File: src/sv/fdts_pkg.sv
package fdts_pkg;

  // Default sizes, handed to the top-level parameters
  localparam int unsigned QueueDepthDef = 128;
  localparam int unsigned ServersDef    = 3;

  // Fixed field widths of the request and result channels
  localparam int unsigned JobW    = 16;
  localparam int unsigned TicksW  = 8;
  localparam int unsigned EventW  = 3;
  localparam int unsigned SrvOutW = 2;
  localparam int unsigned QueuedW = 7;

  // Result event codes
  typedef enum logic [EventW-1:0] {
    EvAccepted = 3'd0,
    EvDropped  = 3'd1,
    EvStarted  = 3'd2,
    EvFinished = 3'd3,
    EvDone     = 3'd4
  } event_e;

  // Request action codes
  typedef enum logic {
    ActEnqueue = 1'b0,
    ActTick    = 1'b1
  } action_e;

  // Executor sequencer states
  typedef enum logic [1:0] {
    StIdle,
    StVisit,
    StStart,
    StDone
  } state_e;

  // Classified command passed from the front end to the executor
  typedef struct packed {
    logic              tick;
    logic [JobW-1:0]   job_id;
    logic [TicksW-1:0] ticks;
  } cmd_t;

  // One queue slot: service time on top, job id below
  typedef struct packed {
    logic [TicksW-1:0] ticks;
    logic [JobW-1:0]   job_id;
  } job_t;

endpackage

File: src/sv/fdts_front.sv
module fdts_front import fdts_pkg::*; (
  input  logic              clk_i,
  input  logic              rst_ni,
  input  logic              in_valid_i,
  output logic              in_ready_o,
  input  logic              action_i,
  input  logic [JobW-1:0]   job_id_i,
  input  logic [TicksW-1:0] service_ticks_i,
  output logic              cmd_valid_o,
  output cmd_t              cmd_o,
  input  logic              cmd_pop_i
);

  // Two-entry command queue between intake and executor
  cmd_t       slot_q [2];
  logic       wr_ptr_q, wr_ptr_d;
  logic       rd_ptr_q, rd_ptr_d;
  logic [1:0] fill_q, fill_d;
  logic       push;
  cmd_t       cmd_new;

  // Classify request; a zero service time counts as one tick
  always_comb begin
    cmd_new.tick   = (action_e'(action_i) == ActTick);
    cmd_new.job_id = job_id_i;
    cmd_new.ticks  = (service_ticks_i == '0) ? TicksW'(1) : service_ticks_i;
  end

  assign in_ready_o  = (fill_q != 2'd2);
  assign push        = in_valid_i && in_ready_o;
  assign cmd_valid_o = (fill_q != 2'd0);
  assign cmd_o       = slot_q[rd_ptr_q];

  // Pointer and fill bookkeeping
  always_comb begin
    wr_ptr_d = wr_ptr_q;
    rd_ptr_d = rd_ptr_q;
    fill_d   = fill_q;
    if (push) begin
      wr_ptr_d = ~wr_ptr_q;
    end
    if (cmd_pop_i) begin
      rd_ptr_d = ~rd_ptr_q;
    end
    if (push && !cmd_pop_i) begin
      fill_d = fill_q + 2'd1;
    end else if (!push && cmd_pop_i) begin
      fill_d = fill_q - 2'd1;
    end
  end

  always_ff @(posedge clk_i or negedge rst_ni) begin
    if (!rst_ni) begin
      wr_ptr_q <= 1'b0;
      rd_ptr_q <= 1'b0;
      fill_q   <= 2'd0;
    end else begin
      wr_ptr_q <= wr_ptr_d;
      rd_ptr_q <= rd_ptr_d;
      fill_q   <= fill_d;
    end
  end

  // Queue payload, no reset
  always_ff @(posedge clk_i) begin
    if (push) begin
      slot_q[wr_ptr_q] <= cmd_new;
    end
  end

endmodule

File: src/sv/fdts_back.sv
module fdts_back import fdts_pkg::*; #(
  parameter int unsigned QUEUE_DEPTH = QueueDepthDef,
  parameter int unsigned SERVERS     = ServersDef
) (
  input  logic               clk_i,
  input  logic               rst_ni,
  input  logic               cmd_valid_i,
  input  cmd_t               cmd_i,
  output logic               cmd_pop_o,
  output logic               out_valid_o,
  input  logic               out_ready_i,
  output logic [EventW-1:0]  event_res_o,
  output logic [SrvOutW-1:0] server_o,
  output logic [JobW-1:0]    job_o,
  output logic [QueuedW-1:0] queued_o,
  output logic               all_idle_o,
  output logic               last_o
);

  localparam int unsigned PtrW = $clog2(QUEUE_DEPTH);
  localparam int unsigned SrvW = (SERVERS > 1) ? $clog2(SERVERS) : 1;
  localparam logic [PtrW-1:0] PtrLast = PtrW'(QUEUE_DEPTH - 1);
  localparam logic [SrvW-1:0] SrvLast = SrvW'(SERVERS - 1);
  localparam logic [PtrW:0]   DepthExt = (PtrW+1)'(QUEUE_DEPTH);

  // Job ring storage and registered head read
  job_t mem [QUEUE_DEPTH];
  job_t rd_q;
  logic mem_we;

  state_e state_q, state_d;
  logic [PtrW-1:0]   head_q, head_d, tail_q, tail_d;
  logic [PtrW-1:0]   head_nxt, tail_nxt;
  logic [SERVERS-1:0] busy_q, busy_d;
  logic [JobW-1:0]   sjob_q [SERVERS];
  logic [JobW-1:0]   sjob_d [SERVERS];
  logic [TicksW-1:0] left_q [SERVERS];
  logic [TicksW-1:0] left_d [SERVERS];
  logic [SrvW-1:0]   idx_q, idx_d;

  // Output register
  logic               out_valid_q, out_valid_d;
  event_e             ev_q, ev_d;
  logic [SrvOutW-1:0] srv_q, srv_d;
  logic [JobW-1:0]    job_q, job_d;
  logic [QueuedW-1:0] queued_q, queued_d;
  logic               idle_q, idle_d;
  logic               last_q, last_d;

  logic            out_free, full, q_empty, srv_last, srv_busy, srv_finish;
  logic            emit;
  logic [PtrW:0]   cnt_d;

  assign out_free   = !out_valid_q || out_ready_i;
  assign head_nxt   = (head_q == PtrLast) ? '0 : head_q + PtrW'(1);
  assign tail_nxt   = (tail_q == PtrLast) ? '0 : tail_q + PtrW'(1);
  assign full       = (tail_nxt == head_q);
  assign q_empty    = (head_q == tail_q);
  assign srv_last   = (idx_q == SrvLast);
  assign srv_busy   = busy_q[idx_q];
  assign srv_finish = (left_q[idx_q] == TicksW'(1));

  // Next state
  always_comb begin
    state_d = state_q;
    unique case (state_q)
      StIdle: begin
        if (cmd_valid_i && cmd_i.tick) state_d = StVisit;
      end
      StVisit: begin
        if (srv_busy) begin
          if (!srv_finish || out_free) state_d = srv_last ? StDone : StVisit;
        end else if (!q_empty) begin
          state_d = StStart;
        end else begin
          state_d = srv_last ? StDone : StVisit;
        end
      end
      StStart: begin
        if (out_free) state_d = srv_last ? StDone : StVisit;
      end
      StDone: begin
        if (out_free) state_d = StIdle;
      end
      default: state_d = StIdle;
    endcase
  end

  // Datapath and result generation
  always_comb begin
    head_d    = head_q;
    tail_d    = tail_q;
    busy_d    = busy_q;
    sjob_d    = sjob_q;
    left_d    = left_q;
    idx_d     = idx_q;
    mem_we    = 1'b0;
    cmd_pop_o = 1'b0;
    emit      = 1'b0;
    ev_d      = EvDone;
    srv_d     = '0;
    job_d     = '0;
    last_d    = 1'b0;
    unique case (state_q)
      StIdle: begin
        if (cmd_valid_i && !cmd_i.tick && out_free) begin
          cmd_pop_o = 1'b1;
          emit      = 1'b1;
          job_d     = cmd_i.job_id;
          last_d    = 1'b1;
          if (full) begin
            ev_d = EvDropped;
          end else begin
            ev_d   = EvAccepted;
            mem_we = 1'b1;
            tail_d = tail_nxt;
          end
        end
      end
      StVisit: begin
        if (srv_busy) begin
          if (srv_finish) begin
            if (out_free) begin
              busy_d[idx_q] = 1'b0;
              left_d[idx_q] = '0;
              emit          = 1'b1;
              ev_d          = EvFinished;
              srv_d         = SrvOutW'(idx_q);
              job_d         = sjob_q[idx_q];
              if (!srv_last) idx_d = idx_q + SrvW'(1);
            end
          end else begin
            left_d[idx_q] = left_q[idx_q] - TicksW'(1);
            if (!srv_last) idx_d = idx_q + SrvW'(1);
          end
        end else if (q_empty) begin
          if (!srv_last) idx_d = idx_q + SrvW'(1);
        end
      end
      StStart: begin
        if (out_free) begin
          head_d        = head_nxt;
          busy_d[idx_q] = 1'b1;
          sjob_d[idx_q] = rd_q.job_id;
          left_d[idx_q] = rd_q.ticks;
          emit          = 1'b1;
          ev_d          = EvStarted;
          srv_d         = SrvOutW'(idx_q);
          job_d         = rd_q.job_id;
          if (!srv_last) idx_d = idx_q + SrvW'(1);
        end
      end
      StDone: begin
        if (out_free) begin
          emit      = 1'b1;
          ev_d      = EvDone;
          last_d    = 1'b1;
          cmd_pop_o = 1'b1;
          idx_d     = '0;
        end
      end
      default: ;
    endcase
  end

  // Queue level and idle flag as seen after this event
  always_comb begin
    cnt_d = (PtrW+1)'(tail_d) - (PtrW+1)'(head_d);
    if (tail_d < head_d) cnt_d = cnt_d + DepthExt;
    queued_d = QueuedW'(cnt_d);
    idle_d   = (head_d == tail_d) && (busy_d == '0);
  end

  assign out_valid_d = emit || (out_valid_q && !out_ready_i);

  always_ff @(posedge clk_i or negedge rst_ni) begin
    if (!rst_ni) begin
      state_q     <= StIdle;
      head_q      <= '0;
      tail_q      <= '0;
      busy_q      <= '0;
      idx_q       <= '0;
      out_valid_q <= 1'b0;
      for (int i = 0; i < SERVERS; i++) begin
        sjob_q[i] <= '0;
        left_q[i] <= '0;
      end
    end else begin
      state_q     <= state_d;
      head_q      <= head_d;
      tail_q      <= tail_d;
      busy_q      <= busy_d;
      idx_q       <= idx_d;
      out_valid_q <= out_valid_d;
      sjob_q      <= sjob_d;
      left_q      <= left_d;
    end
  end

  // Result payload, loaded when a result is produced
  always_ff @(posedge clk_i) begin
    if (emit) begin
      ev_q     <= ev_d;
      srv_q    <= srv_d;
      job_q    <= job_d;
      queued_q <= queued_d;
      idle_q   <= idle_d;
      last_q   <= last_d;
    end
  end

  // Ring memory: write at tail, registered read at head
  always_ff @(posedge clk_i) begin
    if (mem_we) begin
      mem[tail_q] <= job_t'{ticks: cmd_i.ticks, job_id: cmd_i.job_id};
    end
    rd_q <= mem[head_q];
  end

  assign out_valid_o = out_valid_q;
  assign event_res_o = ev_q;
  assign server_o    = srv_q;
  assign job_o       = job_q;
  assign queued_o    = queued_q;
  assign all_idle_o  = idle_q;
  assign last_o      = last_q;

endmodule

File: src/sv/fifo_dispatch_to_timed_servers.sv
// Channel   Handshake                 Payload
// request   in_valid_i / in_ready_o    action_i, job_id_i, service_ticks_i
// result    out_valid_o / out_ready_i  event_res_o, server_o, job_o, queued_o,
//                                      all_idle_o, last_o
//
// A request is registered in the command queue before the executor sees it.
// An enqueue is then handled in the executor's idle state. A tick passes
// through the idle state to dispatch, a visit to each server, a start state
// for each job started, which uses the registered read of the ring memory,
// and the done result. Reset clears pointers, server state and the command
// queue; ring contents are left as they are. A two-entry command queue keeps
// intake running while the executor waits on a stalled result register.
module fifo_dispatch_to_timed_servers import fdts_pkg::*; #(
  parameter int unsigned QUEUE_DEPTH = QueueDepthDef,
  parameter int unsigned SERVERS     = ServersDef
) (
  input  logic               clk_i,
  input  logic               rst_ni,
  input  logic               in_valid_i,
  output logic               in_ready_o,
  input  logic               action_i,
  input  logic [JobW-1:0]    job_id_i,
  input  logic [TicksW-1:0]  service_ticks_i,
  output logic               out_valid_o,
  input  logic               out_ready_i,
  output logic [EventW-1:0]  event_res_o,
  output logic [SrvOutW-1:0] server_o,
  output logic [JobW-1:0]    job_o,
  output logic [QueuedW-1:0] queued_o,
  output logic               all_idle_o,
  output logic               last_o
);

  logic cmd_valid;
  logic cmd_pop;
  cmd_t cmd;

  // Intake and classification
  fdts_front u_front (
    .clk_i           (clk_i),
    .rst_ni          (rst_ni),
    .in_valid_i      (in_valid_i),
    .in_ready_o      (in_ready_o),
    .action_i        (action_i),
    .job_id_i        (job_id_i),
    .service_ticks_i (service_ticks_i),
    .cmd_valid_o     (cmd_valid),
    .cmd_o           (cmd),
    .cmd_pop_i       (cmd_pop)
  );

  // Queue ring, servers and result register
  fdts_back #(
    .QUEUE_DEPTH (QUEUE_DEPTH),
    .SERVERS     (SERVERS)
  ) u_back (
    .clk_i       (clk_i),
    .rst_ni      (rst_ni),
    .cmd_valid_i (cmd_valid),
    .cmd_i       (cmd),
    .cmd_pop_o   (cmd_pop),
    .out_valid_o (out_valid_o),
    .out_ready_i (out_ready_i),
    .event_res_o (event_res_o),
    .server_o    (server_o),
    .job_o       (job_o),
    .queued_o    (queued_o),
    .all_idle_o  (all_idle_o),
    .last_o      (last_o)
  );

endmodule

File: config.mk
export PLATFORM = sky130hd
export DESIGN_NAME = fifo_dispatch_to_timed_servers
export DESIGN_NICKNAME = d
export VERILOG_FILES = /design/src/sv/fdts_pkg.sv /design/src/sv/fdts_front.sv /design/src/sv/fdts_back.sv /design/src/sv/fifo_dispatch_to_timed_servers.sv
export SDC_FILE = /design/constraint.sdc
export NUM_CORES = 2
export LEC_CHECK = 0
export CORE_ASPECT_RATIO = 0.5
export CORE_MARGIN = 1
export CORE_UTILIZATION = 45
export DETAILED_ROUTE_END_ITERATION = 6
export DONT_BUFFER_PORTS = 1
export PLACE_DENSITY = 0.71
export SLEW_MARGIN = 25
export SYNTH_ARGS = -nofsm -noshare
export SYNTH_HDL_FRONTEND = slang
export SYNTH_SLANG_ARGS = --single-unit
export TNS_END_PERCENT = 20
File: constraint.sdc
create_clock -name clk_i -period 6.92 [get_ports clk_i]
set_clock_uncertainty 0.15 [all_clocks]
set_input_delay 1.038 -clock clk_i [delete_from_list [all_inputs] [get_ports clk_i]]
set_output_delay 1.038 -clock clk_i [all_outputs]
set_load 0.1 [all_outputs]
After elaboration in Yosys (flattened, before gate mapping):

Memories as Yosys holds them, arrays and structs flattened. A register that Yosys moved wholly into a read port is not among the register bits.
Index checks and enable logic that the tools add are counted.

* memory bits (writable): 3122
* bits of input ports: 29
* register bits after elaboration: 128
* memories kept: 2

* order comparisons: 5
* multiplexer cells: 82
* reductions and logical operators: 31
* eq/ne operators: 18
* bitwise operators: 8
* add/sub/neg operators: 8

Memory list
* u_back.mem: words 128, width 24, rd ports 1, clocked after Yosys merged registers in 1, wr ports 1, RTL line fdts_back.sv:27 `job_t mem [QUEUE_DEPTH];`
* u_front.slot_q: words 2, width 25, rd ports 1, clocked after Yosys merged registers in 0, wr ports 1, RTL line fdts_front.sv:15 `cmd_t slot_q [2];`

Operators with widths (number)
* 16-bit two-way mux: 8
* 24-bit two-way mux: 4
* 7-bit two-way mux: 8
* 24-bit bitwise mux: 2
* 48-bit bitwise mux: 1
* 16-bit one-hot mux with 3 select lines: 1
* 24-bit one-hot mux with 2 select lines: 1
* 2-bit two-way mux: 17
* 16-bit binary-select mux with 2-bit select: 1
* 16-bit demux with 2-bit select: 1
* 8-bit two-way mux: 4
* 3-bit two-way mux: 9
* 24-bit AND: 1
* 24-bit inverter: 1
* 7-bit by 1-bit adder with 7-bit output, second input constant: 3
* 7-bit equality test: 3
* 8-bit binary-select mux with 2-bit select: 1
* 8-bit demux with 2-bit select: 1
* 7-bit equality test, second input constant: 2
* 1-bit two-way mux: 14
* 3-bit one-hot mux with 4 select lines: 1
* 1-bit logical AND: 10
* 8-bit by 1-bit equality test with 1-bit output, second input constant: 1
* 8-bit logical NOT: 1
* other kinds (39): 56

Depth between registers and ports, before layout:

* depth in word-level cells: 12
* mapped depth: 18
* gate-level depth less buffers: 16

Modules after synthesis:

Synthesis repeated with hierarchy kept, for this count alone.

* cell total of the unflattened synthesis: 5997
* area total of the unflattened synthesis: 127203.2 um^2

By module, submodules not included
* fdts_back: cells each 5891, area an instance 125058.7 um^2, sequential area each 95982.1 um^2, times used 1
* fdts_front: cells each 106, area an instance 2144.6 um^2, sequential area each 1601.5 um^2, times used 1

Least setup slack after synthesis:

Ideal clock, no wire load.

* path kind: flip-flop to flip-flop
* start: register u_back.idx_q[0]
* end: register u_back.idle_q (netlist: u_back.all_idle_o), enable pin
* clock period less this slack: 4967 ps
* library setup time: 463 ps
* arrival time: 4354 ps
* stages on the path, launching flop included: 10
* path buffers: 2
* required time: 6307 ps
* setup slack: 1953 ps
* path through: dfrtp_1 > buf_4 > buf_2 > mux2_1 > a22oi_1 > ha_1 > and4bb_2 > and3_1 > nor2_1 > o31ai_1

* cells in the longest elaborated chain, start to end: 8

Ends and longest elaborated chain
* start: declaration: RTL line fdts_back.sv:39 `logic [SrvW-1:0] idx_q, idx_d;`
* start signal: assignment: RTL line fdts_back.sv:193 `idx_q <= idx_d;`
* 2-bit inverter with 3-bit output (implied by the code): RTL line fdts_back.sv:61 `assign srv_finish = (left_q[idx_q] == TicksW'(1));`
* 8-bit binary-select mux with 2-bit select: RTL line fdts_back.sv:61
* 8-bit two-way mux (implied by the code) (2 in a row): RTL line fdts_back.sv:61
* 8-bit by 1-bit equality test with 1-bit output: RTL line fdts_back.sv:61
* 1-bit two-way mux: RTL line fdts_back.sv:122 `if (srv_finish) begin`
* 1-bit two-way mux *: RTL line fdts_back.sv:121 `if (srv_busy) begin`
* 1-bit one-hot mux with 3 select lines *: RTL line fdts_back.sv:104 `unique case (state_q)`
* named net u_back.emit: RTL line fdts_back.sv:51 `logic emit;`
* end signal: assignment: RTL line fdts_back.sv:207 `idle_q <= idle_d;`
* end: declaration: RTL line fdts_back.sv:47 `logic idle_q, idle_d;`

Mark *: on every way through the listed nets, which the timed path passes. The rest lies on a longest branch. The select of a mux whose other input is x is not followed.
A chain may end at the register's enable or synchronous reset.

==> flow_summary.ini <==
[run_status]
outcome = finished, final reports clean

[power]
combPwrFrac_pct = 28.8
finalPower_mw = 59.02
switchingPower_mw = 18.83
clkPwrFrac_pct = 27.4
sw_frac_of_total_pct = 31.90
p_int_mw = 40.19
seq_power_share_pct = 43.8
ir_drop_uv = 326.5
p_leak_nw = 43.52
powerDensity_mw_per_mm2 = 417.7

[grt]
grt_max_degree = 149
grt_pass1_wl_um = 445800
grt-ovfl-total = 0
track_usage_pct = 22.00
grt_pass1_vias = 61070
antenna_found_initial = 22

[synth]
synth_edf_count = 3152
netlist_area_mm2 = 0.1260
ys_top_cells_by_area = edfxtp_1 75%, mux4_2 15%, dfrtp_1 1.9%
netlist_instances = 5612
synth_fp_nets = 5662
ys_ff_latch = 3274
synthArstFlopShare_pct = 2.993
synthFlopType = edfxtp_1
synth.distinct_cells = 61
synth_top_area_share_pct = 75.10
ys_warn_count = 0
synth_seq_area_share_pct = 77.43
synth_top_area_cell = edfxtp_1
synth.avg_cell_area_um2 = 22.46

[clocking]
cts_made_buffers = 296
clk_latency_ps = 870
cts_sinks = 3274
post_cts_resized = 0
tritoncts = done
clk_pin_slew_ps = 60
htree_levels = 5
cts_root_buffer = clkbuf_16
clock_path_buffers = 4

[finish]
final_cell_mix = 3152 x edfxtp_1, 864 x mux4_2, 305 x clkbuf_16
nFillCells = 20940
multi_input_area_mm2 = 0.02753
drive_above_1_share_pct = 28.79
stdcell_area_mm2 = 0.1413
area_delta_synth_final_pct = 12.10
regArea_mm2 = 0.09760
finalNetCount = 5859
final_common_cell = edfxtp_1

[critical_path]
reg2reg_depth = 8
crit_required_ps = 7440
start_kind = register
path_class = register to register
end_kind = register
worstPathMaxFanout = 113
arrival_ps = 5510

[timing]
finalCritPeriodShare_pct = 72.15
hold_violations = 0
clock.fmax_ghz = 0.2003
fin_setup_tns_ps = 0
slew_violations = 0
tightestPinTransition_ps = 1143
maxSlewHeadroom_pct = 23.23
fin_crit_ps = 4993
grt_setup_unrepaired = no
setup_viol = 0

[min_path]
hold_class = input port to register
min_path_cells = 0

[drt]
antenna_left = 0
via_per_inst = 6.301
vias = 61530
wire_per_inst_um = 32.22
dr_wl_met3_um = 37050
top_layer_used = met5
drc = 0
met1_length_um = 118800
routed_wl_um = 314600
firstDrtPassIters = 6
wl_met2_um = 147600
drt_iter0_drc = 8873

[die]
std_cell_rows = 136
die_y_um = 376.2
initial_utilization_pct = 45.55
core_area_mm2 = 0.2767
dieArea_mm2 = 0.2823
die_x_um = 750.4
boundaryPins = 61

[run]
maxCapViolCount = 0

[place]
dpl_cell_area_mm2 = 0.1318
portBuffers = 0
routabilityCongestion = 0.8924
hpwl_um = 174200
[kinds of logic (layout without fill, tap and decap cells)]
logic type                 after synthesis  count (layout)  share of synthesized area (%)
and+or+nand+nor                        493             493                          1.968
buffers and inverters                  356             774                          1.317
AOI/OAI and AO/OA                      455             455                          2.395
muxes                                  982             982                          16.46
DFF                                   3274            3274                          77.43
other                                    0              10                              0
adders and majority gates               21              21                         0.2144
xor gates and xnor gates                31              31                         0.2154
[power by group through the flow]
stage / Sequential, mW / Combinational, mW / Clock (mW)
final: 25.9 / 17.0 / 16.2
after floorplan: 26.0 / 10.9 / 0
after detailed placement: 26.3 / 16.8 / 0
after CTS: 25.9 / 16.9 / 16.3
after global placement: 26.4 / 16.1 / 0
after global routing: 25.9 / 17.8 / 17.0
[flip-flops by register name (all words and copies together) (netlist names), 3 cells and up]
| register | count |
|---|---|
| u_back.mem | 3072 |
| u_back.queued_o | 7 |
| u_back.sjob_q | 48 |
| u_back.busy_q | 3 |
| u_back.head_q | 7 |
| u_back.event_res_o | 3 |
| u_back.job_o | 16 |
| u_back.rd_q | 24 |
| u_back.left_q | 24 |
| u_back.tail_q | 7 |
| u_front.slot_q | 50 |
[Yosys cell counts, types with 22 or more instances]
master    count
o221ai_1     24
nor2_1       61
dfxtp_1      24
mux2i_1      31
buf_2        97
clkbuf_1    185
o21ai_0      42
nand2_1     139
edfxtp_1   3152
dfrtp_1      98
mux2_2       76
buf_6        22
a21oi_1     132
a22oi_1     210
mux4_2      864
nor4_1       26
nor3_1       98
nor2b_1     106
[critical path, cell delays in order, from the launching register on]
cell,delay [ps]
dfrtp_4,850
buf_12,560
buf_4,810
buf_4,670
mux4_2,420
a22oi_1,380
nand2_1,210
a21oi_1,470
o221ai_1,190
[metrics by stage]
stage                     instances  hold slack (ps)  setup slack (ps)  util, %
after floorplan                5612            292.8              1953        -
after global placement         9228            309.6              1965    47.60
after detailed placement       9234            324.1              1897    47.65
after CTS                      9755            70.08              1881    51.04
after global routing           9756            87.28              1835    51.05
final                          9766            117.1              1927    51.06
[path summary, 6_finish.rpt]
kind,start,endpoint,slack (ps)
worst max register to register,u_back.head_q[1]$_DFF_PN0_,u_back.rd_q[23]$_DFF_P_,1930
min in group asynchronous,rst_ni,u_front.fill_q[0]$_DFFE_PN0P_,660
max in group asynchronous,rst_ni,u_back.head_q[2]$_DFF_PN0_,5420
worst min register to register,u_back.left_q[18]$_DFFE_PN0P_,u_back.left_q[18]$_DFFE_PN0P_,330
worst min-delay path,job_id_i[2],u_front.slot_q[0][10]$_DFFE_PP_,120
worst max-delay path,u_back.head_q[1]$_DFF_PN0_,u_back.rd_q[23]$_DFF_P_,1930
[layout make-up]
type	instances	share of cell area [%]
multi-input cells	1982	19.48
well taps	3726	3.300
clock inverters	139	0.9804
inverters	21	0.05579
clock buffers	380	5.644
repair buffers	234	1.437
flip-flops and latches	3274	69.08
diodes	10	0.01771
[per-layer routing]
metal  global-route usage, %  vias up
met4                   7.295       16
met1                   30.83    32800
met5                       0        -
li1                        -    24100
met3                   5.133      609
met2                   34.43     4007
[repair_timing]
item | CTS | global route
buffers inserted | 0 | 0
hold buffers | 2 | 0
endpoints found under the hold margin | 98 | 0
Power figures use the tool's default switching activity.
